===== config.mk =====
export PLATFORM = sky130hd
export DESIGN_NAME = mesh_route_learning_table_flat
export DESIGN_NICKNAME = d
export VERILOG_FILES = /design/src/rtl/core/mrlt_pkg.sv /design/src/rtl/core/mrlt_intf.sv /design/src/rtl/core/mrlt_cell.sv /design/src/rtl/core/mesh_route_learning_table.sv /design/src/flat_wrapper.sv
export SDC_FILE = /design/constraint.sdc
export NUM_CORES = 2
export LEC_CHECK = 0
export CORE_UTILIZATION = 57
export CTS_CLUSTER_SIZE = 12
export DETAILED_ROUTE_END_ITERATION = 8
export DONT_BUFFER_PORTS = 1
export GPL_TIMING_DRIVEN = 0
export PLACE_DENSITY = 0.72
export SETUP_SLACK_MARGIN = 0.2
export SYNTH_ARGS = -nofsm -noshare
export SYNTH_HDL_FRONTEND = slang
export SYNTH_SLANG_ARGS = --single-unit
export TNS_END_PERCENT = 100

===== constraint.sdc =====
create_clock -name i_clk -period 7.8 [get_ports i_clk]
set_input_delay 0.39 -clock i_clk [delete_from_list [all_inputs] [get_ports i_clk]]
set_output_delay 0.39 -clock i_clk [all_outputs]
set_load 0.02 [all_outputs]

===== src/rtl/core/mrlt_pkg.sv =====
package mrlt_pkg;

    localparam int TABLE_ENTRIES = 16;
    localparam int IDX_W         = (TABLE_ENTRIES > 1) ? $clog2(TABLE_ENTRIES) : 1;
    localparam int OUT_IDX_W     = 4;

    localparam logic [1:0] FUNC_LEARN  = 2'd0;
    localparam logic [1:0] FUNC_LOOKUP = 2'd1;
    localparam logic [1:0] FUNC_CLEAR  = 2'd2;

    localparam logic [1:0] ST_REFRESHED = 2'd0;
    localparam logic [1:0] ST_INSERTED  = 2'd1;
    localparam logic [1:0] ST_DROPPED   = 2'd2;
    localparam logic [1:0] ST_OTHER     = 2'd3;

    typedef struct packed {
        logic [1:0]  func;
        logic [15:0] neighbor_addr;
        logic [15:0] origin_addr;
        logic [15:0] dest_addr;
        logic [31:0] now_time;
    } t_req;

    typedef struct packed {
        logic                 hit;
        logic [15:0]          next_hop;
        logic [OUT_IDX_W-1:0] entry_index;
        logic [1:0]           learn_status;
    } t_rsp;

    // Scan token handed from cell to cell.
    typedef struct packed {
        logic             valid;
        t_req             req;
        logic             found;
        logic [IDX_W-1:0] found_idx;
        logic [15:0]      hop;
        logic             spare;
        logic [IDX_W-1:0] spare_idx;
    } t_tok;

    // Insert command broadcast to every cell.
    typedef struct packed {
        logic             en;
        logic [IDX_W-1:0] slot;
        logic [15:0]      neighbor_addr;
        logic [15:0]      origin_addr;
        logic [31:0]      now_time;
    } t_wr;

    function automatic logic [OUT_IDX_W-1:0] to_out_idx(input logic [IDX_W-1:0] idx);
        logic [IDX_W+OUT_IDX_W-1:0] ext;
        ext = (IDX_W + OUT_IDX_W)'(idx);
        return ext[OUT_IDX_W-1:0];
    endfunction

endpackage


===== src/rtl/core/mrlt_intf.sv =====
interface mrlt_req_if;
    import mrlt_pkg::*;
    logic valid;
    logic ready;
    t_req data;
    modport source (output valid, output data, input ready);
    modport sink (input valid, input data, output ready);
endinterface

interface mrlt_rsp_if;
    import mrlt_pkg::*;
    logic valid;
    logic ready;
    t_rsp data;
    modport source (output valid, output data, input ready);
    modport sink (input valid, input data, output ready);
endinterface


===== src/rtl/core/mrlt_cell.sv =====
module mrlt_cell (
    input  logic                       i_clk,
    input  logic                       i_rst_n,
    input  logic [mrlt_pkg::IDX_W-1:0] i_slot_id,
    input  mrlt_pkg::t_tok             i_tok,
    input  mrlt_pkg::t_wr              i_wr,
    output mrlt_pkg::t_tok             o_tok
);
    import mrlt_pkg::*;

    logic        r_valid;
    logic [15:0] r_neighbor;
    logic [15:0] r_origin;
    logic [31:0] r_time;
    t_tok        r_tok;
    t_tok        n_tok;
    logic        w_touch;
    logic        w_clear;
    logic        w_insert;

    assign w_clear  = i_tok.valid && (i_tok.req.func == FUNC_CLEAR);
    assign w_insert = i_wr.en && (i_wr.slot == i_slot_id);

    always_comb begin
        n_tok   = i_tok;
        w_touch = 1'b0;
        if (i_tok.valid) begin
            case (i_tok.req.func)
                FUNC_LEARN: begin
                    if (r_valid) begin
                        if (!i_tok.found && r_neighbor == i_tok.req.neighbor_addr
                                && r_origin == i_tok.req.origin_addr) begin
                            n_tok.found     = 1'b1;
                            n_tok.found_idx = i_slot_id;
                            w_touch         = 1'b1;
                        end
                    end else if (!i_tok.spare) begin
                        n_tok.spare     = 1'b1;
                        n_tok.spare_idx = i_slot_id;
                    end
                end
                FUNC_LOOKUP: begin
                    if (!i_tok.found && r_valid && r_origin == i_tok.req.dest_addr) begin
                        n_tok.found     = 1'b1;
                        n_tok.found_idx = i_slot_id;
                        n_tok.hop       = r_neighbor;
                        w_touch         = 1'b1;
                    end
                end
                default: ;
            endcase
        end
    end

    always_ff @(posedge i_clk) begin
        if (!i_rst_n) begin
            r_valid     <= 1'b0;
            r_tok.valid <= 1'b0;
        end else begin
            r_tok <= n_tok;
            if (w_clear) begin
                r_valid <= 1'b0;
            end else if (w_insert) begin
                r_valid <= 1'b1;
            end
        end
    end

    always_ff @(posedge i_clk) begin
        if (w_clear) begin
            r_neighbor <= '0;
            r_origin   <= '0;
            r_time     <= '0;
        end else if (w_insert) begin
            r_neighbor <= i_wr.neighbor_addr;
            r_origin   <= i_wr.origin_addr;
            r_time     <= i_wr.now_time;
        end else if (w_touch) begin
            r_time <= i_tok.req.now_time;
        end
    end

    assign o_tok = r_tok;

endmodule


===== src/rtl/core/mesh_route_learning_table.sv =====
// Route table of TABLE_ENTRIES slots kept as a chain of cells, one slot per
// cell. Each transaction travels down the chain one cell per clock, passing
// the launch register, the token register of each cell and a finish register
// before its outcome is resolved into the output register. The request side
// accepts no new transaction until the current result has been loaded into
// the output register; a result still waiting in the output register when
// the next scan finishes stalls that transaction until the result is taken.
// Learn refreshes the lowest matching slot, inserts into the lowest free one
// or is dropped when no slot is free; lookup returns the lowest slot whose
// origin equals the destination, clear empties the table. A finished result
// may wait in the output register while the next transaction is scanned.
module mesh_route_learning_table (
    input  logic       i_clk,
    input  logic       i_rst_n,
    mrlt_req_if.sink   i_req,
    mrlt_rsp_if.source o_rsp
);
    import mrlt_pkg::*;

    typedef enum logic [2:0] {
        S_IDLE = 3'b001,
        S_SCAN = 3'b010,
        S_DONE = 3'b100
    } t_state;

    t_state r_state;
    t_state n_state;
    t_tok   r_launch;
    t_tok   n_launch;
    t_tok   r_fin;
    t_tok   w_tok [TABLE_ENTRIES];
    t_tok   w_last;
    t_wr    w_wr;
    t_rsp   r_out;
    t_rsp   n_rsp;
    logic   r_out_valid;
    logic   w_acc;
    logic   w_out_free;

    assign i_req.ready = (r_state == S_IDLE);
    assign w_acc       = i_req.valid && i_req.ready;
    assign w_out_free  = !r_out_valid || o_rsp.ready;
    assign w_last      = w_tok[TABLE_ENTRIES-1];

    always_comb begin
        n_launch       = '0;
        n_launch.valid = w_acc;
        n_launch.req   = i_req.data;
    end

    genvar k;
    generate
        for (k = 0; k < TABLE_ENTRIES; k++) begin : g_cell
            mrlt_cell u_cell (
                .i_clk     (i_clk),
                .i_rst_n   (i_rst_n),
                .i_slot_id (IDX_W'(k)),
                .i_tok     ((k == 0) ? r_launch : w_tok[(k == 0) ? 0 : k - 1]),
                .i_wr      (w_wr),
                .o_tok     (w_tok[k])
            );
        end
    endgenerate

    always_comb begin
        n_state = r_state;
        unique case (r_state)
            S_IDLE: if (w_acc) n_state = S_SCAN;
            S_SCAN: if (w_last.valid) n_state = S_DONE;
            S_DONE: if (w_out_free) n_state = S_IDLE;
            default: n_state = S_IDLE;
        endcase
    end

    // Resolve the scan outcome and decide on an insert.
    always_comb begin
        n_rsp              = '0;
        n_rsp.learn_status = ST_OTHER;
        w_wr               = '0;
        w_wr.slot          = r_fin.spare_idx;
        w_wr.neighbor_addr = r_fin.req.neighbor_addr;
        w_wr.origin_addr   = r_fin.req.origin_addr;
        w_wr.now_time      = r_fin.req.now_time;
        case (r_fin.req.func)
            FUNC_LEARN: begin
                if (r_fin.found) begin
                    n_rsp.learn_status = ST_REFRESHED;
                    n_rsp.entry_index  = to_out_idx(r_fin.found_idx);
                end else if (r_fin.spare) begin
                    n_rsp.learn_status = ST_INSERTED;
                    n_rsp.entry_index  = to_out_idx(r_fin.spare_idx);
                    w_wr.en            = (r_state == S_DONE) && w_out_free;
                end else begin
                    n_rsp.learn_status = ST_DROPPED;
                end
            end
            FUNC_LOOKUP: begin
                if (r_fin.found) begin
                    n_rsp.hit         = 1'b1;
                    n_rsp.next_hop    = r_fin.hop;
                    n_rsp.entry_index = to_out_idx(r_fin.found_idx);
                end
            end
            default: ;
        endcase
    end

    always_ff @(posedge i_clk) begin
        if (!i_rst_n) begin
            r_state        <= S_IDLE;
            r_launch.valid <= 1'b0;
            r_out_valid    <= 1'b0;
        end else begin
            r_state  <= n_state;
            r_launch <= n_launch;
            if (r_state == S_DONE && w_out_free) begin
                r_out_valid <= 1'b1;
            end else if (o_rsp.ready) begin
                r_out_valid <= 1'b0;
            end
        end
    end

    always_ff @(posedge i_clk) begin
        if (r_state == S_SCAN && w_last.valid) begin
            r_fin <= w_last;
        end
        if (r_state == S_DONE && w_out_free) begin
            r_out <= n_rsp;
        end
    end

    assign o_rsp.valid = r_out_valid;
    assign o_rsp.data  = r_out;

endmodule


===== src/flat_wrapper.sv =====
// flat-port wrapper written by rule: the top's interface ports become plain ports
module mesh_route_learning_table_flat import mrlt_pkg::*;
  (i_clk, i_rst_n, i_req_valid, i_req_data, i_req_ready, o_rsp_valid, o_rsp_data, o_rsp_ready);
  mrlt_req_if i_req_i ();
  mrlt_rsp_if o_rsp_i ();
  input  logic i_clk;
  input  logic i_rst_n;
  input wire logic [$bits(i_req_i.valid)-1:0] i_req_valid;
  input wire logic [$bits(i_req_i.data)-1:0] i_req_data;
  output wire logic [$bits(i_req_i.ready)-1:0] i_req_ready;
  output wire logic [$bits(o_rsp_i.valid)-1:0] o_rsp_valid;
  output wire logic [$bits(o_rsp_i.data)-1:0] o_rsp_data;
  input wire logic [$bits(o_rsp_i.ready)-1:0] o_rsp_ready;
  assign i_req_i.valid = i_req_valid;
  assign i_req_i.data = i_req_data;
  assign i_req_ready = i_req_i.ready;
  assign o_rsp_valid = o_rsp_i.valid;
  assign o_rsp_data = o_rsp_i.data;
  assign o_rsp_i.ready = o_rsp_ready;
  mesh_route_learning_table u_core (.i_clk(i_clk), .i_rst_n(i_rst_n), .i_req(i_req_i), .o_rsp(o_rsp_i));
endmodule

==> results.md <==
- Status: finished, violations left
- Failing checks: max-capacitance violations, max-slew violations
- Finished Cell Area: 80800 um^2
- H-tree lvl count: 4
- Worst hold path class: input port to flip-flop
- IO Pins: 111
- Instance area at placement: 74300 um^2
- Reg2Reg Setup Slack: 4500 ps
- Pre-antenna DRT Iters: 6
- Final Hold Vio Count: 0
- Clk Latency, worst-skew pair: 840 ps
- Slew Limit Headroom: -7.39%
- GRT Overall Usage: 34.7%
- Clk sinks: 1852
- Root Driver: clkbuf_16
- Die width: 358 um
- Avg Cell Area, Syn: 13.3 um^2
- Required time of the critical path: 8480 ps
- Fin Hold WS: 72.3 ps
- Antenna viol nets, final: 0
- Reg2reg path depth: 7
- Commonest non-fill, non-tap cell in the layout: edfxtp_1
- GRT overflow: 0
- Initial core utilization: 57.4%
- RSZ-0062 raised after global routing: no
- Area Growth Syn to Fin: 12.0%
- CP Capture Type: flip-flop
- First-pass GRT wire length: 307000 um
- Mapped Cells: 5428
- Finished Layout Cells: 7491
- GPL Wtd Cong: 0.966
- Clk slew on worst S/H paths: 60 ps
- Share of cells above drive strength 1: 11.5%
- Quantity of hold-fixing buffers added after cts: 53
- Post-Place Setup Slack: 4530 ps
- Post-synthesis cell type count: 58
- Crit Path Class: flip-flop to flip-flop
- Register area share after synthesis: 69.5%
- #FFs+latches synth: 1852
- Worst setup margin: 4500 ps
- Pleak: 27.7 nW
- Worst setup SP type: flip-flop
- Vias: 45554
- Design Power: 20.4 mW
- DRT iter0 DRCs: 6747
- Nets: 5768
- Maximum vdd drop: 0.000269 V
- Max Root-Sink Buffers: 3
- CTS Buf Count: 185
- Die height: 358 um
- Max-cap violations: 1
- Routed wire length: 224000 um
- Hold Crit Depth: 1
- HPWL Detailed: 159000 um
- Post-Synthesis Cell Area: 72100 um^2
- DR WL/cell: 29.9 um
- Fraction of registers with async set/reset: 0%
- Dominant synthesized flop cell: edfxtp_1
- Core ar.: 126000 um^2
- Port Buffers: 0
- Final setup viols: 0
- Setup bufs post-CTS: 0
- Placed Instances: 7086
- Largest net degree at the start of global routing: 1230
- Fmax: 303 MHz
- Max-slew violation count: 200
- Synth warn: 0
- Commonest non-fill, non-tap cells in the layout: edfxtp_1, nand2_1, dfxtp_1, a21oi_1, xnor2_1
- Vias in the first global route: 42395
- CP Max Fanout: 10
- Worst Path Arrival: 3980 ps
- Gates resized, CTS repair: 0
- Clock skew: 37.3 ps
- CTS tree: built
- Slew @ Worst Pin: 1610 ps
- Drt drc: 0
- Power Density: 253 nW/um^2
- EDFF count, synth: 1303
- Vias per inst: 6.08
- Synth Net Count: 5514
- Tmin final: 3300 ps
- # rows: 130
- Antenna violations before repair: 18
- Tcrit/Tclk final: 42.3%
- Die area: 128000 um^2
==> Yosys cell counts (all sizes together), types with 3 or more instances <==
master	n	area (um^2)
o21bai	7	52.6
nor3	48	305
a21o	3	22.5
nor4b	14	183
o21ai	6	30.0
or2	29	181
mux2	240	2700
xor2	324	2840
inv	23	86.3
o31ai	6	45.0
nor3b	22	180
o221a	5	56.3
and2	41	257
a22o	5	43.8
nand2b	16	100
or3	8	50.1
edfxtp	1303	39100
nand3b	38	285
nand4b	6	67.6
nor4bb	8	80.1
nand2	1062	3990
o22ai	5	31.3
or4b	7	70.1
and3	37	231
nor2b	28	175
and3b	9	78.8
buf	95	538
o32a	5	50.1
xnor2	439	3840
or3b	9	78.8
a21oi	515	2580
or4	6	45.0
clkbuf	165	619
nand3	44	220
nand4	135	860
dfxtp	549	11000
nor2	41	154
nor4	111	739
==> report_power, final <==
part	switching, mW	internal [mW]	total [mW]	leakage (nW)
Combinational	0.348	0.216	0.564	7.77
Clock	3.77	4.81	8.58	2.77
Sequential	0.330	11.0	11.3	17.1
==> sequential cells by signal, summed over array words and instances, names as in the netlist <==
register                         cells
u_core.g_cell.u_cell.o_tok        1186
u_core.o_rsp.data                   23
u_core.g_cell.u_cell.r_neighbor    256
u_core.r_state                       3
u_core.g_cell.u_cell.r_origin      256
u_core.r_launch                     51
u_core.o_rsp.valid                   1
u_core.g_cell.u_cell.r_valid        16
u_core.r_fin                        60
==> metal layers <==
layer	vias up	track usage, %	part of all wire (%)
met5	-	0.963	0.093
met4	6	14.4	4.5
met3	485	8.27	11
met2	2536	54.5	46
met1	22727	46.6	38
li1	19800	-	-
==> kinds of logic (layout without fill, tap and decap cells) <==
family | count (synthesis) | count (layout) | synth area share, %
AOI/OAI and AO/OA | 566 | 566 | 4.14
xor gates and xnor gates | 763 | 763 | 9.27
buffers and inverters | 283 | 695 | 1.72
DFF | 1852 | 1852 | 69.5
muxes | 240 | 240 | 3.75
other | 0 | 1 | 0
and+or+nand+nor | 1724 | 1724 | 11.6
==> final timing paths <==
path,startpoint,endpoint
setup reg to reg,u_core.r_fin[106]$_DFFE_PP_,u_core.g_cell[8].u_cell.r_neighbor[5]$_SDFFE_PP0P_
hold reg to reg,u_core.g_cell[15].u_cell.o_tok[11]$_DFFE_PP_,u_core.r_fin[11]$_DFFE_PP_
hold / removal,i_rst_n,u_core.g_cell[6].u_cell.o_tok[13]$_DFFE_PP_
setup / recovery,u_core.r_fin[106]$_DFFE_PP_,u_core.g_cell[8].u_cell.r_neighbor[5]$_SDFFE_PP0P_
==> critical path, cell delays in order (launching register included) <==
cell and delay [ps]:
edfxtp_1 370, buf_6 150, nor4b_4 670, nor4b_4 760, nand3_1 540, clkbuf_1 410, nand2_1 140, a21oi_1 80
==> cell type report <==
cell class,instances,area [um^2]
inverter,23,86.3
buffer,260,1200
clock inverter,31,337
antenna,1,2.50
clock buffer,314,5430
sequential,1852,50100
timing repair buffer,67,793
fill,9287,44800
multi-input combinational,3293,20800
tap,1650,2060
==> metrics by stage <==
step	utilization, %	TNS [ps]
finish	64.3	0
detailed placement	59.2	0
global placement	59.1	-32870
global route	64.3	0
CTS	64.2	0
floorplan	-	0
(Power assumes the default switching activity.)
